--- config.mk ---
export PLATFORM = sky130hd
export DESIGN_NAME = c_string_unescaper
export DESIGN_NICKNAME = d
export VERILOG_FILES = /design/src/hw/rtl/csu_pkg.sv /design/src/hw/rtl/csu_step.sv /design/src/hw/rtl/csu_rsp_fifo.sv /design/src/hw/rtl/c_string_unescaper.sv
export VERILOG_INCLUDE_DIRS = /design/src /design/src/hw/rtl
export SDC_FILE = /design/constraint.sdc
export NUM_CORES = 1
export LEC_CHECK = 0
export BUFFER_PORTS_ARGS = -buffer_cell sky130_fd_sc_hd__buf_4
export CAP_MARGIN = 20
export CELL_PAD_IN_SITES_DETAIL_PLACEMENT = 0
export CELL_PAD_IN_SITES_GLOBAL_PLACEMENT = 1
export CORE_ASPECT_RATIO = 1.25
export CORE_MARGIN = 5
export CORE_UTILIZATION = 53
export CTS_CLUSTER_SIZE = 24
export DETAILED_ROUTE_END_ITERATION = 16
export PLACE_DENSITY_LB_ADDON = 0.1
export SLEW_MARGIN = 10
export SYNTH_ARGS = -nofsm -noshare
export SYNTH_HDL_FRONTEND = slang
export SYNTH_SLANG_ARGS = --single-unit
--- constraint.sdc ---
create_clock -name clock -period 15.4 [get_ports clock]
set_clock_uncertainty 0.2 [all_clocks]
set_input_delay 2.31 -clock clock [delete_from_list [all_inputs] [get_ports clock]]
set_output_delay 2.31 -clock clock [all_outputs]
set_load 0.1 [all_outputs]
--- src/hw/rtl/assert_macros.svh ---
// Assertion macros shared by the unescaper RTL.
// No dependencies; the checks drop out when SYNTHESIS is defined.
`ifndef ASSERT_MACROS_SVH
`define ASSERT_MACROS_SVH

`ifndef SYNTHESIS

`define ASSERT_PROP(lbl, clk, rst, prop) \
   lbl: assert property (@(posedge clk) disable iff (rst) prop) \
      else $error("assertion failed: property violated");

`define ASSERT_NEVER(lbl, clk, rst, cond) \
   lbl: assert property (@(posedge clk) disable iff (rst) !(cond)) \
      else $error("assertion failed: forbidden condition seen");

`else

`define ASSERT_PROP(lbl, clk, rst, prop)

`define ASSERT_NEVER(lbl, clk, rst, cond)

`endif

`endif

--- src/hw/rtl/csu_pkg.sv ---
// Shared types and constants for the C string unescaper.
// No dependencies.
package csu_pkg;

   typedef enum logic [1:0] {
      PH_IDLE = 2'd0,
      PH_BODY = 2'd1,
      PH_ESC  = 2'd2,
      PH_OCT  = 2'd3
   } phase_type;

   // escape tracking state carried from one character to the next
   typedef struct packed {
      phase_type  phase;
      logic [7:0] octal_value;
      logic [1:0] octal_digits;
   } esc_state_type;

   localparam logic [2:0] KIND_DATA    = 3'd0;
   localparam logic [2:0] KIND_OK      = 3'd1;
   localparam logic [2:0] KIND_BADESC  = 3'd2;
   localparam logic [2:0] KIND_NOQUOTE = 3'd3;
   localparam logic [2:0] KIND_EARLY   = 3'd4;

   localparam logic [7:0] CHAR_NUL    = 8'h00;
   localparam logic [7:0] CHAR_QUOTE  = 8'h22;
   localparam logic [7:0] CHAR_BSLASH = 8'h5C;
   localparam logic [7:0] CHAR_R      = 8'h72;
   localparam logic [7:0] CHAR_N      = 8'h6E;
   localparam logic [7:0] CHAR_T      = 8'h74;
   localparam logic [7:0] CHAR_ZERO   = 8'h30;
   localparam logic [7:0] CHAR_SEVEN  = 8'h37;

   localparam logic [7:0] BYTE_CR  = 8'h0D;
   localparam logic [7:0] BYTE_LF  = 8'h0A;
   localparam logic [7:0] BYTE_TAB = 8'h09;

   localparam esc_state_type ESC_STATE_IDLE = '{phase: PH_IDLE, octal_value: 8'h00,
                                                octal_digits: 2'd0};

endpackage

--- src/hw/rtl/csu_step.sv ---
// Combinational next-state and result logic for one input character.
// Depends on csu_pkg.
module csu_step
   import csu_pkg::*;
#(
   parameter int COUNT_WIDTH = 16
) (
   input  logic                   quote_mode,
   input  logic [7:0]             char_in,
   input  esc_state_type          cur_state,
   input  logic [COUNT_WIDTH-1:0] cur_byte_count,
   input  logic [COUNT_WIDTH-1:0] cur_char_count,
   output esc_state_type          nxt_state,
   output logic [COUNT_WIDTH-1:0] nxt_byte_count,
   output logic [COUNT_WIDTH-1:0] nxt_char_count,
   output logic [1:0]             n_results,
   output logic                   done,
   output logic [7:0]             res_byte [2],
   output logic [2:0]             res_kind [2],
   output logic [COUNT_WIDTH-1:0] res_length [2],
   output logic [COUNT_WIDTH-1:0] res_consumed [2]
);

   localparam logic [COUNT_WIDTH-1:0] COUNT_MAX = '1;

   logic is_digit;
   assign is_digit = (char_in >= CHAR_ZERO) && (char_in <= CHAR_SEVEN);

   always_comb begin
      esc_state_type          st;
      logic [COUNT_WIDTH-1:0] bc;
      logic [COUNT_WIDTH-1:0] cc;
      logic [1:0]             k;
      logic                   do_body;
      logic [1:0]             od;
      logic [7:0]             ov;

      st      = cur_state;
      bc      = cur_byte_count;
      cc      = cur_char_count;
      k       = 2'd0;
      do_body = 1'b0;
      done    = 1'b0;
      od      = 2'd0;
      ov      = 8'h00;
      for (int i = 0; i < 2; i++) begin
         res_byte[i]     = 8'h00;
         res_kind[i]     = KIND_DATA;
         res_length[i]   = '0;
         res_consumed[i] = '0;
      end

      unique case (cur_state.phase)
         PH_IDLE: begin
            if (quote_mode) begin
               if (char_in == CHAR_QUOTE) begin
                  cc       = (cc == COUNT_MAX) ? cc : cc + 1'b1;
                  st.phase = PH_BODY;
               end else begin
                  res_kind[0]     = (char_in == CHAR_NUL) ? KIND_EARLY : KIND_NOQUOTE;
                  res_length[0]   = bc;
                  res_consumed[0] = cc;
                  k    = 2'd1;
                  done = 1'b1;
               end
            end else begin
               do_body = 1'b1;
            end
         end
         PH_BODY: begin
            do_body = 1'b1;
         end
         PH_ESC: begin
            if (char_in == CHAR_R || char_in == CHAR_N || char_in == CHAR_T ||
                char_in == CHAR_BSLASH || char_in == CHAR_QUOTE) begin
               cc       = (cc == COUNT_MAX) ? cc : cc + 1'b1;
               bc       = (bc == COUNT_MAX) ? bc : bc + 1'b1;
               st.phase = PH_BODY;
               priority if (char_in == CHAR_R) res_byte[0] = BYTE_CR;
               else if (char_in == CHAR_N)     res_byte[0] = BYTE_LF;
               else if (char_in == CHAR_T)     res_byte[0] = BYTE_TAB;
               else                            res_byte[0] = char_in;
               res_length[0]   = bc;
               res_consumed[0] = cc;
               k = 2'd1;
            end else if (is_digit) begin
               cc              = (cc == COUNT_MAX) ? cc : cc + 1'b1;
               st.octal_value  = {5'b0, char_in[2:0]};
               st.octal_digits = 2'd1;
               st.phase        = PH_OCT;
            end else begin
               res_kind[0]     = KIND_BADESC;
               res_length[0]   = bc;
               res_consumed[0] = cc;
               k    = 2'd1;
               done = 1'b1;
            end
         end
         PH_OCT: begin
            if (is_digit) begin
               cc = (cc == COUNT_MAX) ? cc : cc + 1'b1;
               ov = {cur_state.octal_value[4:0], 3'b000} + {5'b0, char_in[2:0]};
               od = cur_state.octal_digits + 2'd1;
               st.octal_value  = ov;
               st.octal_digits = od;
               // third digit (or wrapped count) flushes the byte now
               if (od == 2'd3 || od == 2'd0) begin
                  bc              = (bc == COUNT_MAX) ? bc : bc + 1'b1;
                  res_byte[0]     = ov;
                  res_length[0]   = bc;
                  res_consumed[0] = cc;
                  k               = 2'd1;
                  st.octal_value  = 8'h00;
                  st.octal_digits = 2'd0;
                  st.phase        = PH_BODY;
               end
            end else begin
               // flush the pending byte, then treat this character as text
               bc              = (bc == COUNT_MAX) ? bc : bc + 1'b1;
               res_byte[0]     = cur_state.octal_value;
               res_length[0]   = bc;
               res_consumed[0] = cc;
               k               = 2'd1;
               st.octal_value  = 8'h00;
               st.octal_digits = 2'd0;
               do_body         = 1'b1;
            end
         end
         default: begin
            st = ESC_STATE_IDLE;
         end
      endcase

      if (do_body) begin
         st.phase = PH_BODY;
         if (char_in == CHAR_NUL || char_in == CHAR_QUOTE) begin
            if (char_in == CHAR_QUOTE && quote_mode) begin
               cc = (cc == COUNT_MAX) ? cc : cc + 1'b1;
            end
            res_kind[k[0]]     = (char_in == CHAR_NUL && quote_mode) ? KIND_EARLY : KIND_OK;
            res_length[k[0]]   = bc;
            res_consumed[k[0]] = cc;
            k    = k + 2'd1;
            done = 1'b1;
         end else begin
            cc = (cc == COUNT_MAX) ? cc : cc + 1'b1;
            if (char_in == CHAR_BSLASH) begin
               st.phase = PH_ESC;
            end else begin
               bc                 = (bc == COUNT_MAX) ? bc : bc + 1'b1;
               res_byte[k[0]]     = char_in;
               res_length[k[0]]   = bc;
               res_consumed[k[0]] = cc;
               k                  = k + 2'd1;
            end
         end
      end

      // every final result returns to idle with cleared counts
      if (done) begin
         st = ESC_STATE_IDLE;
         bc = '0;
         cc = '0;
      end

      nxt_state      = st;
      nxt_byte_count = bc;
      nxt_char_count = cc;
      n_results      = k;
   end

endmodule

--- src/hw/rtl/csu_rsp_fifo.sv ---
// Four-entry result queue; takes up to two results per cycle while it has room, gives one per cycle when out_ready.
// No package dependency; includes assert_macros.svh.
`include "assert_macros.svh"

module csu_rsp_fifo #(
   parameter int W = 8
) (
   input  logic         clock,
   input  logic         reset,
   input  logic [1:0]   push_n,
   input  logic [W-1:0] push_data0,
   input  logic [W-1:0] push_data1,
   output logic         room,
   output logic         out_valid,
   input  logic         out_ready,
   output logic [W-1:0] out_data
);

   localparam int DEPTH = 4;
   localparam int AW    = $clog2(DEPTH);
   localparam int CW    = AW + 1;

   logic [W-1:0]  mem_ff [DEPTH];
   logic [AW-1:0] head_ff;
   logic [AW-1:0] tail_ff;
   logic [CW-1:0] count_ff;
   logic          pop;

   assign out_valid = (count_ff != '0);
   assign out_data  = mem_ff[head_ff];
   assign pop       = out_valid && out_ready;
   // room for the worst case of two results from one character
   assign room      = (count_ff <= CW'(DEPTH - 2));

   always_ff @(posedge clock) begin
      if (reset) begin
         head_ff  <= '0;
         tail_ff  <= '0;
         count_ff <= '0;
      end else begin
         if (pop) begin
            head_ff <= head_ff + 1'b1;
         end
         tail_ff  <= tail_ff + AW'(push_n);
         count_ff <= count_ff + CW'(push_n) - CW'(pop);
      end
   end

   always_ff @(posedge clock) begin
      if (push_n != 2'd0) begin
         mem_ff[tail_ff] <= push_data0;
      end
      if (push_n == 2'd2) begin
         mem_ff[tail_ff + 1'b1] <= push_data1;
      end
   end

   `ASSERT_PROP(a_push_has_room, clock, reset, push_n != 2'd0 |-> count_ff <= CW'(DEPTH - 2))
   `ASSERT_NEVER(a_count_bound, clock, reset, count_ff > CW'(DEPTH))
   `ASSERT_PROP(a_pop_only_advance, clock, reset, pop && push_n == 2'd0 |=> count_ff == $past(count_ff) - 1'b1)

endmodule

--- src/hw/rtl/c_string_unescaper.sv ---
// Top level of the streaming C string unescaper: input register, decode, result queue.
// Depends on csu_pkg, csu_step, csu_rsp_fifo and assert_macros.svh.
//
//   port group | direction | carries
//   req_*      | in        | one string character per transfer
//   rsp_*      | out       | decoded byte or final status, with counts
//   csr_*      | in        | quote_mode write, no handshake
//
// One character per cycle while the queue has room: a character is registered
// on transfer, decoded from the input register, and its results land in a
// four-entry queue. A character that ends an octal run and also gives a byte
// or status yields two results; the output gives one per cycle when rsp_ready.
// Reset is synchronous, active high, and returns the decoder to idle.
// A stalled result side fills the queue, then holds the input register.
`include "assert_macros.svh"

module c_string_unescaper
   import csu_pkg::*;
#(
   parameter int COUNT_WIDTH = 16
) (
   input  logic                   clock,
   input  logic                   reset,
   input  logic                   req_valid,
   output logic                   req_ready,
   input  logic [7:0]             req_char_in,
   output logic                   rsp_valid,
   input  logic                   rsp_ready,
   output logic [7:0]             rsp_out_byte,
   output logic [2:0]             rsp_kind,
   output logic [COUNT_WIDTH-1:0] rsp_out_length,
   output logic [COUNT_WIDTH-1:0] rsp_consumed,
   output logic                   rsp_last,
   input  logic                   csr_we,
   input  logic                   csr_wdata
);

   localparam int RW = 8 + 3 + 2 * COUNT_WIDTH + 1;

   logic                   quote_mode_ff;
   logic                   in_valid_ff;
   logic [7:0]             char_ff;
   esc_state_type          esc_ff;
   logic [COUNT_WIDTH-1:0] byte_count_ff;
   logic [COUNT_WIDTH-1:0] char_count_ff;

   esc_state_type          esc_in;
   logic [COUNT_WIDTH-1:0] byte_count_in;
   logic [COUNT_WIDTH-1:0] char_count_in;
   logic [1:0]             n_results;
   logic                   step_done;
   logic [7:0]             res_byte [2];
   logic [2:0]             res_kind [2];
   logic [COUNT_WIDTH-1:0] res_length [2];
   logic [COUNT_WIDTH-1:0] res_consumed [2];

   logic                   fifo_room;
   logic                   step_fire;
   logic [1:0]             push_n;
   logic [RW-1:0]          push_data0;
   logic [RW-1:0]          push_data1;
   logic [RW-1:0]          out_data;

   assign step_fire = in_valid_ff && fifo_room;
   assign req_ready = !in_valid_ff || step_fire;

   always_ff @(posedge clock) begin
      if (reset) begin
         quote_mode_ff <= 1'b0;
         in_valid_ff   <= 1'b0;
         esc_ff        <= ESC_STATE_IDLE;
         byte_count_ff <= '0;
         char_count_ff <= '0;
      end else begin
         if (csr_we) begin
            quote_mode_ff <= csr_wdata;
         end
         if (req_ready) begin
            in_valid_ff <= req_valid;
         end
         if (step_fire) begin
            esc_ff        <= esc_in;
            byte_count_ff <= byte_count_in;
            char_count_ff <= char_count_in;
         end
      end
   end

   always_ff @(posedge clock) begin
      if (req_valid && req_ready) begin
         char_ff <= req_char_in;
      end
   end

   csu_step #(
      .COUNT_WIDTH(COUNT_WIDTH)
   ) u_step (
      .quote_mode     (quote_mode_ff),
      .char_in        (char_ff),
      .cur_state      (esc_ff),
      .cur_byte_count (byte_count_ff),
      .cur_char_count (char_count_ff),
      .nxt_state      (esc_in),
      .nxt_byte_count (byte_count_in),
      .nxt_char_count (char_count_in),
      .n_results      (n_results),
      .done           (step_done),
      .res_byte       (res_byte),
      .res_kind       (res_kind),
      .res_length     (res_length),
      .res_consumed   (res_consumed)
   );

   // the later of the two results is always the last one for this character
   assign push_n     = step_fire ? n_results : 2'd0;
   assign push_data0 = {res_byte[0], res_kind[0], res_length[0], res_consumed[0],
                        n_results == 2'd1};
   assign push_data1 = {res_byte[1], res_kind[1], res_length[1], res_consumed[1], 1'b1};

   csu_rsp_fifo #(
      .W(RW)
   ) u_rsp_fifo (
      .clock      (clock),
      .reset      (reset),
      .push_n     (push_n),
      .push_data0 (push_data0),
      .push_data1 (push_data1),
      .room       (fifo_room),
      .out_valid  (rsp_valid),
      .out_ready  (rsp_ready),
      .out_data   (out_data)
   );

   assign {rsp_out_byte, rsp_kind, rsp_out_length, rsp_consumed, rsp_last} = out_data;

   `ASSERT_PROP(a_final_clears, clock, reset, step_fire && step_done |=> esc_ff.phase == PH_IDLE && byte_count_ff == '0 && char_count_ff == '0)
   `ASSERT_PROP(a_held_char, clock, reset, in_valid_ff && !step_fire |=> in_valid_ff && $stable(char_ff))
   `ASSERT_PROP(a_done_emits, clock, reset, step_done |-> n_results != 2'd0)

endmodule
* Yosys cells after proc, flatten, opt, wreduce, memory -nomap -nowiden *
Memories as Yosys holds them, arrays and structs flattened. A register that Yosys moved wholly into a read port is not among the register bits.
Cells that the tools add are included.
W data, S select, Z words.

storage, ports and cells
  memories kept = 1
  output and inout port bits = 46
  word-level logic and storage cells = 190
  bits of input ports = 14
  RAM bits = 176
  register bits after elaboration = 61

operators by class
  bitwise gates (word level) = 1
  reduce and logical (&&, ||, !) cells = 24
  equal/unequal tests = 22
  muxes and demuxes = 114
  order comparisons = 5
  add/subtract/negate cells = 12

memories
  memory             words  bits a word  read ports  clocked after memory_dff  wr ports  RTL line            RTL
  u_rsp_fifo.mem_ff  4      44           1           1                         2         csu_rsp_fifo.sv:23  logic [W-1:0] mem_ff [DEPTH];

operators with widths
  operator                 number
  $mux W16                 37
  $mux W32                 6
  $pmux W16 S3             3
  $bwmux W32               4
  $add A16 B1 Y16 const B  4
  $eq A16 B16 Y1 const B   4
  $mux W8                  7
  $mux W12                 3
  $eq A8 B7 Y1 const B     4
  $pmux W16 S2             1
  $mux W2                  15
  $mux W10                 2
  $pmux W10 S2             1
  $mux W3                  6
  $bwmux W16               1
  $demux W16 S1            1
  $mux W1                  16
  $pmux W8 S2              1
  $mux W6                  2
  $ne A4 B2 Y1 const B     3
  $pmux W2 S3              2
  $add A2 B1 Y2 const B    4
  $add A8 B3 Y8            1
  $demux W8 S1             1
  other kinds (31)         49

* Depth between registers and ports, before layout *
Gate-level depths: netlist of the first run.

  word-level depth = 16
  depth in mapped cells = 20
  depth with buffers taken out = 18

* Modules after synthesis *
Synthesis of the first run repeated with hierarchy kept, for this count alone.

unflattened totals
  cells, all modules = 1884
  area, all modules = 18640.4 µm²

by module, submodules not included
  module              cells an instance  area each (µm²)  instances
  csu_rsp_fifo        475                9019.9           1
  csu_step            1188               7156.9           1
  c_string_unescaper  221                2463.6           1

* Worst setup path after synthesis of the first run *
Ideal clock, no wire load.

  path kind = register to register
  from = register char_ff[3]
  to = memory u_rsp_fifo.mem_ff[1][10] (netlist bit), enable pin
  arrival = 4.092 ns
  buffers on the path = 3
  cell stages (with the launch flop) = 13
  setup slack = 10.553 ns
  required time = 14.645 ns
  setup time = 0.555 ns
  cells stage by stage = edfxtp_1 buf_2 or4_1 buf_2 nor2_1 nor3_1 nor2_1 inv_1 ha_1 o311ai_1 or3b_2 clkbuf_1 nand2_1

RTL lines
  element                 RTL line                  RTL
  start, declared         c_string_unescaper.sv:42  logic [7:0] char_ff;
  start signal, assigned  c_string_unescaper.sv:91  char_ff <= req_char_in;
  end, declared           csu_rsp_fifo.sv:23

==> key figures, run 1 <==
Status
  • Status: finished, final reports clean

CTS
  • CTS tree: done
  • Setup bufs post-CTS: 0
  • Resized cells post-CTS: 0
  • Max Root-Sink Buffers: 3
  • Sink Count: 239
  • Clock transition at path regs: 0.06 ns
  • Clk_lat worst skew: 0.56 ns
  • H-tree levels: 1
  • Cts hold-fix bufs: 0
  • Clock root buffer master: clkbuf_16
  • CTS buffer count: 24

Logic synthesis
  • Simple-gate area share of the yosys netlist: 19.1%
  • Post-synth EDFFs: 180
  • Netlist cell types: 110
  • Syn. warnings: 0
  • Post-Syn Instances: 1872
  • Netlist Area Pre-Place: 0.0168 sq mm
  • Main combinational cell family by area after synthesis: compound AO/OA/AOI/OAI gates
  • Top FF cell, synth: edfxtp_1
  • Synth Area in XOR/XNOR: 2.58%
  • Syn Nets: 1898
  • Ys async rst share: 0%
  • Adder and majority gate portion of the synthesized area: 0.995%
  • Proportion of synthesized area in mux cells: 7.29%
  • Yosys reg bits: 239
  • Synth Area in Compound Gates: 26.6%
  • Sequential share of the synthesized area: 39.1%
  • Avg Inst Size Synth: 9.00 sq um

GRT
  • Vias in the first global route: 16000
  • Overflow after GRT: 0
  • Largest net degree at the start of global routing: 45
  • Tot GR Track Use: 37.8%
  • First-pass GRT wire length: 103000 um
  • Initial antenna violation count: 0

Place
  • Port buffer count: 59
  • Routability-driven placement congestion ratio: 1.02
  • Final HPWL from detailed placement: 49500 um

Layout
  • Layout cells sized above 1: 13.5%
  • # diodes: 0
  • Fill cells: 2847
  • Layout area overhead: 8.73%
  • Final #Nets: 1879
  • Fin util: 58.0%
  • Most common cell after layout, fill and taps aside: nand2_1
  • Most frequent cells in the layout: 235 x nand2_1, 180 x edfxtp_1, 141 x nor2_1, 131 x o21ai_0, 131 x o22ai_1

Drt
  • Detailed Route WL: 69200 um
  • Initial DRC Count: 2964
  • DR vias: 17100
  • Initial DRT Pass Iterations: 6
  • Detail Route Antenna Nets: 0
  • # DRC: 0
  • WL/cell: 30.3 um
  • Vias/cell: 7.52

Worst hold path
  • Worst Hold Path Cells: 2
  • Hold endpoint: esc_ff[1]
  • HP Class: flip-flop to flip-flop
  • Hold Path Origin: esc_ff[1]

Timing
  • Unrepaired setup endpoints after global routing: false
  • Fin. Hold Viols: 0
  • Fin crit share: 45.0%
  • Slew headroom: 19.9%
  • Fin crit period: 6.93 ns
  • Fmax: 0.144 GHz
  • Final number of setup-violating endpoints: 0
  • Worst-Margin Slew: 1.19 ns
  • Slew Limit Fails: 0
  • Setup_tns: 0 ns

Worst setup path
  • Crit. Startpoint: char_ff[7]
  • Worst EP arrival: 6.98 ns
  • R2r startpoint: char_ff[7]
  • Critical path class: flip-flop to flip-flop
  • Worst reg2reg setup slack: 8.47 ns
  • CP Launch Type: flip-flop
  • CP max FO: 35
  • Cell Chain, Critical Path: nand4bb_1, nor2_2, buf_4, a21oi_1, nor2_1, inv_1, ha_1, o311ai_1, or2_2, nand2_2, buf_4
  • CP endpoint kind: flip-flop
  • Most Frequent Cell on Critical Path: buf_4
  • CP peak stage delay: 0.90 ns
  • Buf+Inv Stages, Crit Path: 3
  • CP top delay family: simple AND/OR/NAND/NOR gates
  • Worst Path Required: 15.45 ns
  • Worst R2R Path Depth: 11
  • R2R Path End: u_rsp_fifo.mem_ff[3][39]
  • Max stage delay cell, worst path: nor2_1

Floorplan
  • Io pins: 60
  • FP Rows: 73
  • Die Wd: 169 um
  • Core Footprint: 0.0316 sq mm
  • Chip Height: 209 um
  • Die Footprint: 0.0355 sq mm
  • Initial core utilization: 53.3%

Power
  • Power per cell area: 116 mW/mm^2
  • P_leak: 5.77 nW
  • Total power: 2.12 mW
  • Max rail drop VDD: 0.000166 V

Job
  • Max Cap Violations: 0
routing by layer:
| metal | part of all wire, % | GRT usage, % |
|---|---|---|
| met1 | 37 | 51.3 |
| met2 | 45 | 59.6 |
| met3 | 12 | 6.14 |
| met4 | 6.0 | 17.3 |
| met5 | 0 | 0 |
worst max path at each step:
stage,endpoint,cells past startpoint
detailed placement,u_rsp_fifo.mem_ff[3][18],11
global route,u_rsp_fifo.mem_ff[3][39],11
floorplan,u_rsp_fifo.mem_ff[1][10],12
CTS,u_rsp_fifo.mem_ff[3][39],11
global placement,u_rsp_fifo.mem_ff[3][24],10
finish,u_rsp_fifo.mem_ff[3][39],11
power breakdown:
group	internal, mW	switching (mW)
registers	0.728	0.0542
logic	0.195	0.570
clock network	0.311	0.260
cell families (layout without fill, tap and decap cells):
family,after synthesis,in the layout
buffers and inverters,181,178
AOI/OAI and AO/OA,672,672
muxes,67,67
and+or+nand+nor,652,652
DFF,239,239
adders and majority gates,13,13
xor gates and xnor gates,48,48
per-stage QoR:
stage	instance area (sq um)	cells	setup slack [ns]	hold slack (ns)
finish	18300	2281	8.47	0.254
global route	18300	2281	8.37	0.287
CTS	18300	2281	8.71	0.254
detailed placement	17600	2239	8.73	0.245
global placement	17600	2238	8.65	0.241
floorplan	16800	1872	10.55	0.231
worst reg2reg max path: stages, from the launching register on:
cell and delay, ns:
edfxtp_1 0.50, nand4bb_1 0.53, nor2_2 0.19, buf_4 0.39
a21oi_1 0.31, nor2_1 0.90, inv_1 0.40, ha_1 0.41
o311ai_1 0.82, or2_2 0.84, nand2_2 0.65, buf_4 0.47
cells in the mapped netlist (36+ instances only):
cell type	n	area, sq um
nor3_1	39	195
nand2_1	239	897
o22ai_1	131	820
nor2_1	142	533
a31oi_1	36	225
mux4_2	44	991
dfxtp_1	59	1180
o21ai_0	131	656
nand3_1	59	295
clkbuf_1	118	443
edfxtp_1	180	5410
a21oi_1	122	611
state kept, by name, indices dropped and copies added (netlist names), named ones only:
| signal | count |
|---|---|
| char_ff | 8 |
| u_rsp_fifo.count_ff | 3 |
| char_count_ff | 16 |
| u_rsp_fifo.tail_ff | 2 |
| quote_mode_ff | 1 |
| esc_ff | 12 |
| u_rsp_fifo.head_ff | 2 |
| in_valid_ff | 1 |
| byte_count_ff | 16 |
| u_rsp_fifo.mem_ff | 176 |
layout make-up:
class / instances / area [sq um] / area share [%]
clock inverter: 12 / 105 / 0.574
multi-input combinational: 1452 / 9560 / 52.2
timing repair buffer: 106 / 796 / 4.34
tap: 412 / 515 / 2.81
clock buffer: 30 / 633 / 3.46
inverter: 30 / 113 / 0.615
sequential: 239 / 6590 / 36.0
Power figures use the tool's default switching activity.
==> run 2: changes to the inputs <==
--- a/config.mk
+++ b/config.mk
@@ -12,7 +12,7 @@
 export CELL_PAD_IN_SITES_GLOBAL_PLACEMENT = 1
 export CORE_ASPECT_RATIO = 1.25
 export CORE_MARGIN = 5
-export CORE_UTILIZATION = 53
+export CORE_UTILIZATION = 45
 export CTS_CLUSTER_SIZE = 24
 export DETAILED_ROUTE_END_ITERATION = 16
 export PLACE_DENSITY_LB_ADDON = 0.1
==> constraint.sdc (replaced) <==
create_clock -name clock -period 6.15 [get_ports clock]
set_clock_uncertainty 0.2 [all_clocks]
set_input_delay 0.9225 -clock clock [delete_from_list [all_inputs] [get_ports clock]]
set_output_delay 0.9225 -clock clock [all_outputs]
set_load 0.1 [all_outputs]
==> run 2 against run 1 <==
  * Wire length grew 8.6%
  * Sequential share of layout area shrank 1.7 points
  * Combinational power grew to 2.6 times the previous value
  * Sequential power grew 150%
  * Non-clock buffer count grew 97
  * Critical path type unchanged
  * Highest routed layer is now met5
==> key figures, run 2 (synthesis gave the netlist of run 1 again) <==
Place
  • Port buffer count: 59
  • Final HPWL from detailed placement: 56200 um
  • Setup slack at placement: 0.700 ns
  • Routability-driven placement congestion ratio: 1.04

Worst setup path
  • CP endpoint kind: flip-flop
  • R2r startpoint: char_count_ff[0]
  • CP max FO: 14
  • Critical path class: flip-flop to flip-flop
  • R2R Path End: char_count_ff[8]
  • Crit. Startpoint: char_count_ff[0]
  • Worst R2R Path Depth: 18
  • Worst EP arrival: 5.82 ns
  • Worst reg2reg setup slack: 0.55 ns
  • CP Launch Type: flip-flop
  • Worst Path Required: 6.37 ns

CTS
  • H-tree levels: 1
  • Resized cells post-CTS: 0
  • Setup bufs post-CTS: 0
  • Clock transition at path regs: 0.07 ns
  • CTS tree: done
  • Clock root buffer master: clkbuf_16
  • Max Root-Sink Buffers: 3
  • CTS buffer count: 26
  • Cts hold-fix bufs: 0
  • Sink Count: 239
  • Clk_lat worst skew: 0.59 ns

Job
  • Max Cap Violations: 0

Timing
  • Fin crit period: 5.60 ns
  • Fin crit share: 91.1%
  • Slew Limit Fails: 0
  • Setup_tns: 0 ns
  • Fmax: 0.179 GHz
  • Final number of setup-violating endpoints: 0
  • Fin. Hold Viols: 0
  • Final worst setup slack: 0.550 ns
  • Unrepaired setup endpoints after global routing: false
  • Slew headroom: 28.7%
  • Worst-Margin Slew: 1.07 ns

Worst hold path
  • Worst Hold Path Cells: 2
  • Hold Path Origin: esc_ff[1]
  • Hold endpoint: esc_ff[1]
  • HP Class: flip-flop to flip-flop

Drt
  • Initial DRC Count: 2314
  • Initial DRT Pass Iterations: 8
  • Detailed Route WL: 75100 um
  • Vias/cell: 7.04
  • DR vias: 17300
  • # DRC: 0
  • WL/cell: 30.6 um
  • Detail Route Antenna Nets: 0

Layout
  • Most frequent cells in the layout: 235 x nand2_1, 201 x buf_4, 180 x edfxtp_1, 140 x nor2_1
  • Largest register FFs: 176
  • Layout cells sized above 1: 18.2%
  • Most common cell after layout, fill and taps aside: nand2_1
  • Layout area overhead: 14.2%
  • # diodes: 0
  • Footprint of the multi-input gates: 0.00957 sq mm
  • Final #Nets: 1978
  • Largest Register: u_rsp_fifo.mem_ff
  • Reg area: 0.00659 sq mm
  • Fill cells: 3539
  • Top flop regs: u_rsp_fifo.mem_ff (176), byte_count_ff (16), char_count_ff (16)

GRT
  • Vias in the first global route: 16000
  • Initial antenna violation count: 1
  • Overflow after GRT: 0
  • Tot GR Track Use: 35.1%
  • Largest net degree at the start of global routing: 45
  • First-pass GRT wire length: 109000 um

Status
  • Status: finished, final reports clean

Power
  • P_sw: 2.30 mW
  • Flop pwr share: 35.7%
  • Combinational Power Share: 36.0%
  • Switch share: 42.0%
  • Internal power: 3.17 mW
  • P_leak: 6.27 nW
  • Max rail drop VDD: 0.000249 V
  • Power per cell area: 285 mW/mm^2
  • Clock group share of total power: 28.3%

Floorplan
  • Die Footprint: 0.0414 sq mm
  • Die Wd: 183 um
  • Core Footprint: 0.0372 sq mm
  • Initial core utilization: 45.3%
  • Chip Height: 226 um
  • Io pins: 60
  • FP Rows: 79
==> run 2: worst max-delay path: stages, from the launching register on <==
cell and delay [ns]:
dfxtp_1 0.58, ha_1 0.30, and4_1 0.23, nand4_1 0.40, o211ai_1 0.27, nand3_1 0.11
o32ai_1 0.41, inv_1 0.13, ha_1 0.25, o21ai_0 0.09, a211oi_1 0.07, a31oi_1 0.38
or3_4 0.25, nor3_4 0.09, buf_4 0.20, a21oi_1 0.70, a21oi_1 0.15, a31oi_1 0.46
o21ai_0 0.18
==> run 2: worst max-delay path by stage <==
stage / endpoint / slack (ns)
2_1_floorplan: u_rsp_fifo.mem_ff[1][10] / 1.30
3_3_place_gp: char_count_ff[8] / 0.80
3_5_place_dp: char_count_ff[8] / 0.70
4_1_cts: char_count_ff[8] / 0.72
5_1_grt: char_count_ff[8] / 0.21
6_report: char_count_ff[8] / 0.55
==> run 2: per-stage QoR <==
step / instance area, sq um / total power, mW / hold slack, ns / utilization (%) / cells
finish: 19200 / 5.47 / 0.253 / 51.8 / 2457
global route: 19200 / 5.63 / 0.269 / 51.8 / 2457
CTS: 19200 / 5.48 / 0.253 / 51.7 / 2456
detailed placement: 18400 / 3.95 / 0.245 / 49.5 / 2409
global placement: 18400 / 3.94 / 0.242 / 49.5 / 2408
floorplan: 16800 / 3.45 / 0.231 / - / 1872
==> run 2: area by class of cell <==
type,count,share of cell area [%]
multi-input combinational,1452,49.7
sequential,239,34.3
timing repair buffer,203,8.01
clock buffer,30,3.46
tap,486,3.16
clock inverter,17,0.800
inverter,30,0.585
==> run 2: per-layer routing <==
| metal | vias to the layer above | GRT usage [%] | wire [um] |
|---|---|---|---|
| li1 | 7507 | - | - |
| met4 | 2 | 16.9 | 4390 |
| met3 | 229 | 7.11 | 7780 |
| met2 | 1143 | 54.3 | 33500 |
| met1 | 8422 | 47.3 | 29500 |
| met5 | - | 0 | 13 |
==> run 2: power by group through the flow <==
| stage | combinational (mW) | sequential [mW] | clock [mW] |
|---|---|---|---|
| after global placement | 1.96 | 1.99 | 0 |
| after detailed placement | 1.96 | 1.99 | 0 |
| after CTS | 1.97 | 1.96 | 1.55 |
| after floorplan | 1.57 | 1.88 | 0 |
| after global routing | 2.03 | 1.97 | 1.62 |
| final | 1.97 | 1.95 | 1.55 |
